### src/rtl/core/sts_pkg.sv
`default_nettype none
// ----------------------------------------------------------------------------
// Token scanner package
// Types, character constants and classification functions shared by the
// scanner's modules.
// ----------------------------------------------------------------------------
package sts_pkg;

	typedef enum logic [12:0] {
		M_IDLE       = 13'b0000000000001,
		M_IDENT      = 13'b0000000000010,
		M_DOT        = 13'b0000000000100,
		M_SIGN       = 13'b0000000001000,
		M_DIGITS     = 13'b0000000010000,
		M_COMMENT    = 13'b0000000100000,
		M_HASH       = 13'b0000001000000,
		M_STRING     = 13'b0000010000000,
		M_ESCAPE     = 13'b0000100000000,
		M_CHAR_FIRST = 13'b0001000000000,
		M_CHAR_REST  = 13'b0010000000000,
		M_COMMA      = 13'b0100000000000,
		M_ERROR      = 13'b1000000000000
	} scan_mode_t;

	typedef enum logic [3:0] {
		K_LPAREN  = 4'd0,
		K_RPAREN  = 4'd1,
		K_DOT     = 4'd2,
		K_QUOTE   = 4'd3,
		K_QUASI   = 4'd4,
		K_UNQUOTE = 4'd5,
		K_SPLICE  = 4'd6,
		K_STRING  = 4'd7,
		K_IDENT   = 4'd8,
		K_NUMBER  = 4'd9,
		K_BOOL    = 4'd10,
		K_VEC     = 4'd11,
		K_CHAR    = 4'd12,
		K_END     = 4'd13,
		K_ERROR   = 4'd14
	} tok_kind_t;

	typedef enum logic [1:0] {
		E_NONE = 2'd0,
		E_CHAR = 2'd1,
		E_EOF  = 2'd2
	} err_kind_t;

	typedef struct packed {
		logic       text_valid;
		logic [7:0] text_byte;
		logic       token_end;
		tok_kind_t  token_kind;
		err_kind_t  error_kind;
		logic       last_result;
	} result_t;

	typedef struct packed {
		logic       has;
		result_t    res;
		scan_mode_t mode;
		logic       raise;
	} idle_t;

	typedef struct packed {
		result_t    res0;
		result_t    res1;
		logic [1:0] n;
		scan_mode_t next_mode;
		err_kind_t  next_err;
	} step_t;

	localparam logic [7:0] CH_NL     = 8'h0a;
	localparam logic [7:0] CH_SPACE  = 8'h20;
	localparam logic [7:0] CH_DQUOTE = 8'h22;
	localparam logic [7:0] CH_HASH   = 8'h23;
	localparam logic [7:0] CH_QUOTE  = 8'h27;
	localparam logic [7:0] CH_LPAREN = 8'h28;
	localparam logic [7:0] CH_RPAREN = 8'h29;
	localparam logic [7:0] CH_PLUS   = 8'h2b;
	localparam logic [7:0] CH_COMMA  = 8'h2c;
	localparam logic [7:0] CH_MINUS  = 8'h2d;
	localparam logic [7:0] CH_DOT    = 8'h2e;
	localparam logic [7:0] CH_SEMI   = 8'h3b;
	localparam logic [7:0] CH_AT     = 8'h40;
	localparam logic [7:0] CH_BSLASH = 8'h5c;
	localparam logic [7:0] CH_BQUOTE = 8'h60;

	function automatic logic is_space(logic [7:0] c);
		return (c == CH_SPACE) || (c >= 8'h09 && c <= 8'h0d);
	endfunction

	function automatic logic is_digit(logic [7:0] c);
		return c >= "0" && c <= "9";
	endfunction

	function automatic logic is_sign(logic [7:0] c);
		return c == CH_PLUS || c == CH_MINUS;
	endfunction

	function automatic logic is_ident_start(logic [7:0] c);
		logic sym;
		sym = (c == "!") || (c == "$") || (c == "%") || (c == "&") || (c == "*") ||
			(c == "/") || (c == ":") || (c == "<") || (c == "=") || (c == ">") ||
			(c == "?") || (c == "~") || (c == "_") || (c == "^");
		return (c >= "A" && c <= "Z") || (c >= "a" && c <= "z") || sym;
	endfunction

	function automatic logic is_follow(logic [7:0] c);
		return is_ident_start(c) || is_digit(c) || c == CH_DOT || is_sign(c);
	endfunction

	function automatic logic is_char_term(logic [7:0] c);
		return c == CH_LPAREN || c == CH_RPAREN || c == CH_HASH || c == CH_QUOTE ||
			c == CH_DQUOTE;
	endfunction

	function automatic logic [7:0] esc_map(logic [7:0] c);
		logic [7:0] r;
		unique case (c)
			"a":     r = 8'h07;
			"b":     r = 8'h08;
			"t":     r = 8'h09;
			"n":     r = 8'h0a;
			"v":     r = 8'h0b;
			"f":     r = 8'h0c;
			"r":     r = 8'h0d;
			default: r = c;
		endcase
		return r;
	endfunction

	function automatic result_t mk_text(logic [7:0] c);
		result_t r;
		r = '0;
		r.text_valid = 1'b1;
		r.text_byte  = c;
		r.token_kind = K_LPAREN;
		r.error_kind = E_NONE;
		return r;
	endfunction

	function automatic result_t mk_end(tok_kind_t k);
		result_t r;
		r = '0;
		r.token_end  = 1'b1;
		r.token_kind = k;
		r.error_kind = E_NONE;
		return r;
	endfunction

	function automatic result_t mk_full(logic [7:0] c, tok_kind_t k);
		result_t r;
		r = mk_text(c);
		r.token_end  = 1'b1;
		r.token_kind = k;
		return r;
	endfunction

	function automatic result_t mk_err(err_kind_t e);
		result_t r;
		r = mk_end(K_ERROR);
		r.error_kind = e;
		return r;
	endfunction

	function automatic idle_t idle_scan(logic [7:0] c, logic eof);
		idle_t r;
		r.has   = 1'b1;
		r.res   = mk_text(c);
		r.mode  = M_IDLE;
		r.raise = 1'b0;
		priority if (eof) begin
			r.res = mk_end(K_END);
		end else if (is_space(c)) begin
			r.has = 1'b0;
		end else if (c == CH_LPAREN) begin
			r.res = mk_full(c, K_LPAREN);
		end else if (c == CH_RPAREN) begin
			r.res = mk_full(c, K_RPAREN);
		end else if (c == CH_QUOTE) begin
			r.res = mk_full(c, K_QUOTE);
		end else if (c == CH_BQUOTE) begin
			r.res = mk_full(c, K_QUASI);
		end else if (is_ident_start(c)) begin
			r.mode = M_IDENT;
		end else if (is_sign(c)) begin
			r.mode = M_SIGN;
		end else if (is_digit(c)) begin
			r.mode = M_DIGITS;
		end else if (c == CH_DOT) begin
			r.mode = M_DOT;
		end else if (c == CH_SEMI) begin
			r.has  = 1'b0;
			r.mode = M_COMMENT;
		end else if (c == CH_COMMA) begin
			r.mode = M_COMMA;
		end else if (c == CH_HASH) begin
			r.mode = M_HASH;
		end else if (c == CH_DQUOTE) begin
			r.has  = 1'b0;
			r.mode = M_STRING;
		end else begin
			r.res   = mk_err(E_CHAR);
			r.mode  = M_ERROR;
			r.raise = 1'b1;
		end
		return r;
	endfunction

endpackage
`default_nettype wire

### src/rtl/core/sts_char_if.sv
`default_nettype none
// ----------------------------------------------------------------------------
// Character channel
// Valid/ready channel carrying one source byte or an end-of-input mark per beat.
// ----------------------------------------------------------------------------
interface sts_char_if;

	logic       valid;
	logic       ready;
	logic [7:0] char_code;
	logic       end_of_input;

	modport source (output valid, output char_code, output end_of_input, input ready);
	modport sink (input valid, input char_code, input end_of_input, output ready);

endinterface
`default_nettype wire

### src/rtl/core/sts_token_if.sv
`default_nettype none
// ----------------------------------------------------------------------------
// Token channel
// Valid/ready channel carrying one token text byte and/or token end per beat.
// ----------------------------------------------------------------------------
interface sts_token_if;

	logic       valid;
	logic       ready;
	logic       text_valid;
	logic [7:0] text_byte;
	logic       token_end;
	logic [3:0] token_kind;
	logic [1:0] error_kind;
	logic       last_result;

	modport source (
		output valid, output text_valid, output text_byte, output token_end,
		output token_kind, output error_kind, output last_result, input ready
	);
	modport sink (
		input valid, input text_valid, input text_byte, input token_end,
		input token_kind, input error_kind, input last_result, output ready
	);

endinterface
`default_nettype wire

### src/rtl/core/sts_step.sv
`default_nettype none
// ----------------------------------------------------------------------------
// Scanner step
// Combinational next-mode and result logic for one character in the current mode.
// ----------------------------------------------------------------------------
module sts_step import sts_pkg::*; (
	input  scan_mode_t mode,
	input  err_kind_t  err,
	input  logic [7:0] char_code,
	input  logic       end_of_input,
	output step_t      step
);

	idle_t      idl;
	logic [7:0] c;
	logic       eof;
	logic [7:0] lc;

	assign c   = char_code;
	assign eof = end_of_input;
	assign lc  = (c >= "A" && c <= "Z") ? c + 8'd32 : c;

	always_comb begin
		idl = idle_scan(c, eof);
		step.res0      = mk_text(c);
		step.res1      = mk_text(c);
		step.n         = 2'd1;
		step.next_mode = mode;
		step.next_err  = err;
		unique case (mode)
			M_ERROR: begin
				step.res0 = mk_err(err);
			end
			M_IDENT: begin
				if (eof || !is_follow(c)) begin
					step.res0 = mk_end(K_IDENT);
				end
			end
			M_DOT: begin
				if (!eof && is_follow(c)) begin
					step.next_mode = M_IDENT;
				end else begin
					step.res0 = mk_end(K_DOT);
				end
			end
			M_SIGN: begin
				if (!eof && is_digit(c)) begin
					step.next_mode = M_DIGITS;
				end else if (!eof && is_follow(c)) begin
					step.next_mode = M_IDENT;
				end else begin
					step.res0 = mk_end(K_IDENT);
				end
			end
			M_DIGITS: begin
				if (!eof && is_digit(c)) begin
					step.next_mode = M_DIGITS;
				end else if (!eof && is_follow(c)) begin
					step.next_mode = M_IDENT;
				end else begin
					step.res0 = mk_end(K_NUMBER);
				end
			end
			M_COMMENT: begin
				if (eof) begin
					step.res0      = mk_end(K_END);
					step.next_mode = M_IDLE;
				end else begin
					step.n = 2'd0;
					if (c == CH_NL) begin
						step.next_mode = M_IDLE;
					end
				end
			end
			M_HASH: begin
				priority if (eof) begin
					step.res0 = mk_err(E_EOF);
				end else if (lc == "t" || lc == "f") begin
					step.res0      = mk_full(c, K_BOOL);
					step.next_mode = M_IDLE;
				end else if (c == CH_BSLASH) begin
					step.next_mode = M_CHAR_FIRST;
				end else if (c == CH_LPAREN) begin
					step.res0      = mk_full(c, K_VEC);
					step.next_mode = M_IDLE;
				end else if (is_sign(c)) begin
					step.next_mode = M_SIGN;
				end else if (is_digit(c)) begin
					step.next_mode = M_DIGITS;
				end else if (is_follow(c)) begin
					step.next_mode = M_IDENT;
				end else begin
					step.res0 = mk_end(K_NUMBER);
				end
			end
			M_STRING: begin
				priority if (eof) begin
					step.res0 = mk_err(E_EOF);
				end else if (c == CH_DQUOTE) begin
					step.res0      = mk_end(K_STRING);
					step.next_mode = M_IDLE;
				end else if (c == CH_BSLASH) begin
					step.n         = 2'd0;
					step.next_mode = M_ESCAPE;
				end
			end
			M_ESCAPE: begin
				if (eof) begin
					step.res0 = mk_err(E_EOF);
				end else begin
					step.res0      = mk_text(esc_map(c));
					step.next_mode = M_STRING;
				end
			end
			M_CHAR_FIRST: begin
				if (eof) begin
					step.res0 = mk_err(E_EOF);
				end else begin
					step.next_mode = M_CHAR_REST;
				end
			end
			M_CHAR_REST: begin
				if (eof || is_space(c) || is_char_term(c)) begin
					step.res0 = mk_end(K_CHAR);
				end
			end
			M_COMMA: begin
				if (!eof && c == CH_AT) begin
					step.res0      = mk_full(c, K_SPLICE);
					step.next_mode = M_IDLE;
				end else begin
					step.res0 = mk_end(K_UNQUOTE);
				end
			end
			default: begin
				step.res0      = idl.res;
				step.n         = {1'b0, idl.has};
				step.next_mode = idl.mode;
				if (idl.raise) begin
					step.next_err = E_CHAR;
				end
			end
		endcase

		if (mode != M_ERROR && step.res0.token_kind == K_ERROR && step.res0.token_end) begin
			step.next_mode = M_ERROR;
			step.next_err  = step.res0.error_kind;
		end

		// A token closed by its terminator: the terminator is scanned again from idle.
		if (mode != M_ERROR && mode != M_IDLE && step.res0.token_end &&
				!step.res0.text_valid && step.res0.token_kind != K_ERROR &&
				step.res0.token_kind != K_STRING && !(mode == M_COMMENT)) begin
			step.res1      = idl.res;
			step.n         = idl.has ? 2'd2 : 2'd1;
			step.next_mode = idl.mode;
			if (idl.raise) begin
				step.next_err = E_CHAR;
			end
		end

		if (step.n == 2'd1) begin
			step.res0.last_result = 1'b1;
		end
		if (step.n == 2'd2) begin
			step.res1.last_result = 1'b1;
		end
	end

endmodule
`default_nettype wire

### src/rtl/core/sts_out_buf.sv
`default_nettype none
// ----------------------------------------------------------------------------
// Token output buffer
// Two-entry result register that presents one beat at a time on the token channel.
// ----------------------------------------------------------------------------
module sts_out_buf import sts_pkg::*; (
	input  logic        clk,
	input  logic        arst_n,
	input  logic        load,
	input  result_t     res0,
	input  result_t     res1,
	input  logic [1:0]  n,
	output logic        can_load,
	sts_token_if.source token_out
);

	result_t    head_q;
	result_t    tail_q;
	logic [1:0] cnt_q;
	logic       pop;

	assign pop      = token_out.valid && token_out.ready;
	assign can_load = (cnt_q == 2'd0) || (cnt_q == 2'd1 && pop);

	always_ff @(posedge clk or negedge arst_n) begin
		if (!arst_n) begin
			cnt_q <= 2'd0;
		end else if (load) begin
			cnt_q <= n;
		end else if (pop) begin
			cnt_q <= cnt_q - 2'd1;
		end
	end

	always_ff @(posedge clk) begin
		if (load) begin
			head_q <= res0;
			tail_q <= res1;
		end else if (pop) begin
			head_q <= tail_q;
		end
	end

	assign token_out.valid       = cnt_q != 2'd0;
	assign token_out.text_valid  = head_q.text_valid;
	assign token_out.text_byte   = head_q.text_byte;
	assign token_out.token_end   = head_q.token_end;
	assign token_out.token_kind  = head_q.token_kind;
	assign token_out.error_kind  = head_q.error_kind;
	assign token_out.last_result = head_q.last_result;

	assert property (@(posedge clk) disable iff (!arst_n) cnt_q != 2'd3)
		else $error("Output buffer count out of range.");
	assert property (@(posedge clk) disable iff (!arst_n) load |-> can_load)
		else $error("Results loaded while the buffer still holds unsent beats.");
	assert property (@(posedge clk) disable iff (!arst_n)
			(cnt_q == 2'd2) |-> !token_out.last_result)
		else $error("The first of two buffered beats is marked as the last.");

endmodule
`default_nettype wire

### src/rtl/core/sexpr_token_scanner.sv
`default_nettype none
// ----------------------------------------------------------------------------
// S-expression token scanner
// Splits a stream of source bytes into tokens, one character per beat, and
// emits each token's text bytes and its end with the token kind.
//
// Channel    Direction  Payload                                   Beat
// char_in    in         char_code, end_of_input                   one source byte
// token_out  out        text_valid, text_byte, token_end,         one result
//                       token_kind, error_kind, last_result
//
// A character is taken every cycle while it causes at most one result; one
// causing two results stalls the next one while both beats leave the two-entry
// output buffer. Data passes the input register, the step logic and the
// output buffer register. Reset clears the scan mode, the sticky error and
// all valid flags. A stall on token_out backs up through the buffer into char_in.
// ----------------------------------------------------------------------------
module sexpr_token_scanner import sts_pkg::*; (
	input  logic        clk,
	input  logic        arst_n,
	sts_char_if.sink    char_in,
	sts_token_if.source token_out
);

	logic       valid_s1;
	logic [7:0] char_s1;
	logic       eof_s1;
	scan_mode_t mode_q;
	err_kind_t  err_q;
	step_t      step;
	logic       can_load;
	logic       step_fire;
	logic       load;

	assign step_fire     = valid_s1 && (step.n == 2'd0 || can_load);
	assign load          = step_fire && step.n != 2'd0;
	assign char_in.ready = !valid_s1 || step_fire;

	always_ff @(posedge clk or negedge arst_n) begin
		if (!arst_n) begin
			valid_s1 <= 1'b0;
			mode_q   <= M_IDLE;
			err_q    <= E_NONE;
		end else begin
			if (char_in.ready) begin
				valid_s1 <= char_in.valid;
			end
			if (step_fire) begin
				mode_q <= step.next_mode;
				err_q  <= step.next_err;
			end
		end
	end

	always_ff @(posedge clk) begin
		if (char_in.ready && char_in.valid) begin
			char_s1 <= char_in.char_code;
			eof_s1  <= char_in.end_of_input;
		end
	end

	sts_step u_step (
		.mode         (mode_q),
		.err          (err_q),
		.char_code    (char_s1),
		.end_of_input (eof_s1),
		.step         (step)
	);

	sts_out_buf u_out_buf (
		.clk       (clk),
		.arst_n    (arst_n),
		.load      (load),
		.res0      (step.res0),
		.res1      (step.res1),
		.n         (step.n),
		.can_load  (can_load),
		.token_out (token_out)
	);

	assert property (@(posedge clk) disable iff (!arst_n)
			(mode_q == M_ERROR) |=> (mode_q == M_ERROR))
		else $error("Scanner left the error mode before reset.");
	assert property (@(posedge clk) disable iff (!arst_n)
			(mode_q == M_ERROR) == (err_q != E_NONE))
		else $error("Saved error does not match the scan mode.");
	assert property (@(posedge clk) disable iff (!arst_n)
			(token_out.valid && token_out.token_kind == K_ERROR) |->
			(token_out.error_kind != E_NONE))
		else $error("Error beat without an error kind.");

endmodule
`default_nettype wire
### src/flat_wrapper.sv
// flat-port wrapper written by rule: the top's interface ports become plain ports
module sexpr_token_scanner_flat import sts_pkg::*;
  (clk, arst_n, char_in_valid, char_in_char_code, char_in_end_of_input, char_in_ready, token_out_valid, token_out_text_valid, token_out_text_byte, token_out_token_end, token_out_token_kind, token_out_error_kind, token_out_last_result, token_out_ready);
  sts_char_if char_in_i ();
  sts_token_if token_out_i ();
  input  logic clk;
  input  logic arst_n;
  input wire logic [$bits(char_in_i.valid)-1:0] char_in_valid;
  input wire logic [$bits(char_in_i.char_code)-1:0] char_in_char_code;
  input wire logic [$bits(char_in_i.end_of_input)-1:0] char_in_end_of_input;
  output wire logic [$bits(char_in_i.ready)-1:0] char_in_ready;
  output wire logic [$bits(token_out_i.valid)-1:0] token_out_valid;
  output wire logic [$bits(token_out_i.text_valid)-1:0] token_out_text_valid;
  output wire logic [$bits(token_out_i.text_byte)-1:0] token_out_text_byte;
  output wire logic [$bits(token_out_i.token_end)-1:0] token_out_token_end;
  output wire logic [$bits(token_out_i.token_kind)-1:0] token_out_token_kind;
  output wire logic [$bits(token_out_i.error_kind)-1:0] token_out_error_kind;
  output wire logic [$bits(token_out_i.last_result)-1:0] token_out_last_result;
  input wire logic [$bits(token_out_i.ready)-1:0] token_out_ready;
  assign char_in_i.valid = char_in_valid;
  assign char_in_i.char_code = char_in_char_code;
  assign char_in_i.end_of_input = char_in_end_of_input;
  assign char_in_ready = char_in_i.ready;
  assign token_out_valid = token_out_i.valid;
  assign token_out_text_valid = token_out_i.text_valid;
  assign token_out_text_byte = token_out_i.text_byte;
  assign token_out_token_end = token_out_i.token_end;
  assign token_out_token_kind = token_out_i.token_kind;
  assign token_out_error_kind = token_out_i.error_kind;
  assign token_out_last_result = token_out_i.last_result;
  assign token_out_i.ready = token_out_ready;
  sexpr_token_scanner u_core (.clk(clk), .arst_n(arst_n), .char_in(char_in_i), .token_out(token_out_i));
endmodule
### config.mk
export PLATFORM = sky130hd
export DESIGN_NAME = sexpr_token_scanner_flat
export DESIGN_NICKNAME = d
export VERILOG_FILES = /design/src/rtl/core/sts_pkg.sv /design/src/rtl/core/sts_char_if.sv /design/src/rtl/core/sts_token_if.sv /design/src/rtl/core/sts_step.sv /design/src/rtl/core/sts_out_buf.sv /design/src/rtl/core/sexpr_token_scanner.sv /design/src/flat_wrapper.sv
export SDC_FILE = /design/constraint.sdc
export NUM_CORES = 1
export LEC_CHECK = 0
export BUFFER_PORTS_ARGS = -buffer_cell sky130_fd_sc_hd__buf_2
export CAP_MARGIN = 20
export CORE_UTILIZATION = 60
export DETAILED_ROUTE_END_ITERATION = 6
export PLACE_DENSITY = 0.79
export SYNTH_ARGS = -nofsm -noshare
export SYNTH_HDL_FRONTEND = slang
export SYNTH_SLANG_ARGS = --single-unit
### constraint.sdc
create_clock -name clk -period 5 [get_ports clk]
set_input_delay 1.25 -clock clk [delete_from_list [all_inputs] [get_ports clk]]
set_output_delay 1.25 -clock clk [all_outputs]
set_load 0.005 [all_outputs]
==> flow_metrics.env <==
export IMPL_outcome="finished, violations left"
export IMPL_violations="DRC"
export IMPL_num_nets_final=643
export IMPL_wire_per_inst_um=22.6
export IMPL_avgSynthCellArea_um2=8.09
export IMPL_ys_types=80
export IMPL_p_leak_nw=2.03
export IMPL_finalPower_mw=3.37
export IMPL_ys_top_cells_by_area="edfxtp_1 (26%), dfrtp_1 (8.6%), o21ai_0 (5.1%)"
export IMPL_crit_path_end_kind="primary output"
export IMPL_min_period_ps=4800
export IMPL_worstSetupStartpointType="flop"
export IMPL_post_cts_resized=0
export IMPL_drive_gt1_share_pct=16.2
export IMPL_ant_nets=0
export IMPL_hold_path_cell_count=2
export IMPL_path_max_fanout=15
export IMPL_cts_sinks=60
export IMPL_clkTransAtPathRegs_ps=80
export IMPL_place_ws_ps=335
export IMPL_arrival_ps=3550
export IMPL_path_cells="or4b_2 > nor4_1 > a21o_1 > nor4b_1 > nor4_2 > a211o_1 > inv_1 > nand2_1 > buf_2"
export IMPL_overflow=0
export IMPL_grt_setup_unrepaired="no"
export IMPL_htree_levels=3
export IMPL_r2r_start="u_core.char_s1[5]"
export IMPL_hold_start="u_core.valid_s1"
export IMPL_max_freq_mhz=208
export IMPL_start_util_pct=63.0
export IMPL_drt_iter0_drc=824
export IMPL_pwr_share_seq_pct=30.0
export IMPL_grt_pass1_wl_um=25900
export IMPL_synth_top_cell_area_share_pct=25.5
export IMPL_final_common_cell="nor2_1"
export IMPL_synth_fp_nets=628
export IMPL_rr_worst_depth=9
export IMPL_slowest_delay_ps=810
export IMPL_met2_length_um=7280
export IMPL_p_sw_mw=1.64
export IMPL_first_pass_iters=7
export IMPL_powerDensity_mw_per_mm2=626
export IMPL_fin_ws_ps=199
export IMPL_hold_class="flop to flop"
export IMPL_dpl_hpwl_um=12300
export IMPL_synth_edf_count=42
export IMPL_finalSetupViolCount=0
export IMPL_p_int_mw=1.73
export IMPL_cts_root_buf="clkbuf_8"
export IMPL_cts_path_max_buffers=2
export IMPL_maxSlewHeadroom_pct=32.4
export IMPL_swShare_pct=48.8
export IMPL_maxSlewViolCount=0
export IMPL_vias=5275
export IMPL_antenna_cells=0
export IMPL_syn_inst=611
export IMPL_synth_flop_cell="edfxtp_1"
export IMPL_ys_ff_latch=60
export IMPL_comb_power_share_pct=57.8
export IMPL_r2r_setup_slack_ps=380
export IMPL_die_h_um=92.7
export IMPL_fin_hold_ws_ps=524
export IMPL_finalCritPeriodShare_pct=96.0
export IMPL_clk_latency_ps=360
export IMPL_fp_dieArea_mm2=0.00860
export IMPL_mostFrequentLayoutCells="nor2_1 (60), nand2_1 (55), o21ai_0 (50)"
export IMPL_clkPwrFrac_pct=12.2
export IMPL_syn2layout_area_growth_pct=8.94
export IMPL_synth_area_mm2=0.00494
export IMPL_ys_seq_area_share_pct=34.7
export IMPL_cts_hold_buffers_added=0
export IMPL_finalSetupTns_ps=0
export IMPL_timing_critical_path_buf_inv=2
export IMPL_path_delay_family="simple AND/OR/NAND/NOR gates"
export IMPL_vias_per_cell=7.20
export IMPL_synthArstFlopShare_pct=30.0
export IMPL_wl_met3_um=2000
export IMPL_hold_end="u_core.valid_s1"
export IMPL_cts_tree="done"
export IMPL_io_pins=32
export IMPL_cts_setup_buffers=0
export IMPL_cap_violations=0
export IMPL_routed_wl_um=16600
export IMPL_grt_start_max_net_pins=34
export IMPL_ir_worst_vdd_mv=0.305
export IMPL_crit_path_top_delay_cell="or4b_2"
export IMPL_fp_dieW_um=92.7
export IMPL_grt_pass1_vias=4643
export IMPL_utilization_pct=68.6
export IMPL_antenna_found_initial=0
export IMPL_cts_made_buffers=9
export IMPL_gp_congestion=1.08
export IMPL_grtUsageTotal_pct=39.9
export IMPL_path_class="flop to primary output"
export IMPL_finClkSkew_ps=20.8
export IMPL_worstMarginPinSlew_ps=1000
export IMPL_core_area_mm2=0.00785
export IMPL_ys_warn_count=0
export IMPL_route_top_layer_used="met4"
export IMPL_rows=32
export IMPL_finalHoldViolations=0
export IMPL_fillers=659
export IMPL_drc=17
export IMPL_r2r_end="u_core.u_out_buf.tail_q[5]"
export IMPL_synth_top_area_cell="edfxtp_1"
export IMPL_routedLengthMet1_um=6730
export IMPL_port_buffers=31
export IMPL_crit_required_ps=3750
[cells in the mapped netlist, drive strengths merged (4+ instances only)]
cell	count
a21o	4
xnor2	6
nand4	8
edfxtp	42
ha	4
o21bai	4
or2	8
o22ai	7
inv	16
a22oi	5
nand3b	4
nor4	14
o31ai	13
xor2	4
a21oi	42
nand2b	13
a211o	6
clkbuf	39
mux2	6
and2	9
buf	11
nor4b	7
nand3	16
or3	8
nor2	61
or4	11
or4b	6
nor3	30
dfrtp	17
a21boi	4
a31oi	13
o21ai	53
a211oi	8
nand2	56
nor2b	6
[how the worst max path moves through the flow]
stage                 startpoint                          to  slack (ps)  depth (start not counted)
6_report       u_core.char_s1[5]               char_in_ready         200                          9
3_5_place_dp   u_core.char_s1[5]  u_core.u_out_buf.tail_q[0]         330                          9
5_1_grt        u_core.char_s1[5]               char_in_ready         100                          9
2_1_floorplan   u_core.mode_q[0]  u_core.u_out_buf.tail_q[0]        1090                         12
3_3_place_gp    u_core.mode_q[2]            u_core.mode_q[2]         620                          9
4_1_cts        u_core.char_s1[5]               char_in_ready          80                          9
[routing by layer]
metal | track usage [%] | up-vias
met4 | 15.0 | 0
li1 | - | 2345
met3 | 7.39 | 53
met1 | 56.2 | 2441
met2 | 61.0 | 436
met5 | 0 | -
[through the flow]
step	area [um^2]	std cells
finish	5380	733
global route	5380	733
detailed placement	5200	717
global placement	5200	717
floorplan	4940	611
CTS	5380	733
[power by group through the flow]
| stage | clock, mW | sequential, mW | combinational (mW) |
|---|---|---|---|
| after floorplan | 0 | 0.960 | 1.35 |
| after global placement | 0 | 1.00 | 1.83 |
| after detailed placement | 0 | 1.02 | 1.88 |
| after CTS | 0.406 | 1.01 | 1.89 |
| after global routing | 0.425 | 1.03 | 2.11 |
| final | 0.410 | 1.01 | 1.95 |
[cell families after synthesis]
group / Yosys count / synth area share, %
and+or+nand+nor: 268 / 29.2
AOI/OAI and AO/OA: 196 / 26.4
buffers and inverters: 66 / 5.32
DFF: 60 / 34.7
xor gates and xnor gates: 10 / 1.77
muxes: 7 / 1.57
adders and majority gates: 4 / 1.01
[cell type report]
class / instances / area [um^2] / area share [%]
clock buffer: 9 / 124 / 2.30
clock inverter: 7 / 52.6 / 0.976
inverter: 16 / 60.1 / 1.12
multi-input combinational: 485 / 2980 / 55.3
sequential: 60 / 1710 / 31.8
tap: 102 / 128 / 2.37
timing repair buffer: 54 / 328 / 6.09
[registers in the layout (all words and copies together) (netlist names)]
| name | cells |
|---|---|
| u_core.u_out_buf.cnt_q | 2 |
| u_core.u_out_buf.token_out.token_end | 1 |
| u_core.u_out_buf.token_out.token_kind | 4 |
| u_core.valid_s1 | 1 |
| u_core.u_out_buf.token_out.last_result | 1 |
| u_core.eof_s1 | 1 |
| u_core.u_out_buf.token_out.text_byte | 8 |
| u_core.u_out_buf.token_out.text_valid | 1 |
| u_core.char_s1 | 8 |
| u_core.u_out_buf.tail_q | 16 |
| u_core.err_q | 2 |
| u_core.u_out_buf.token_out.error_kind | 2 |
| u_core.mode_q | 13 |
[worst register-to-register path: stages, from the launching register on]
cell and delay (ps):
edfxtp_1 700, or4b_2 810, nor4_1 530, a21o_1 180
nor4b_1 70, nor4_2 460, a211o_1 190, nand2_1 170
or2_2 540, inv_1 580
Note: power is estimated with default switching activity, not from simulation.
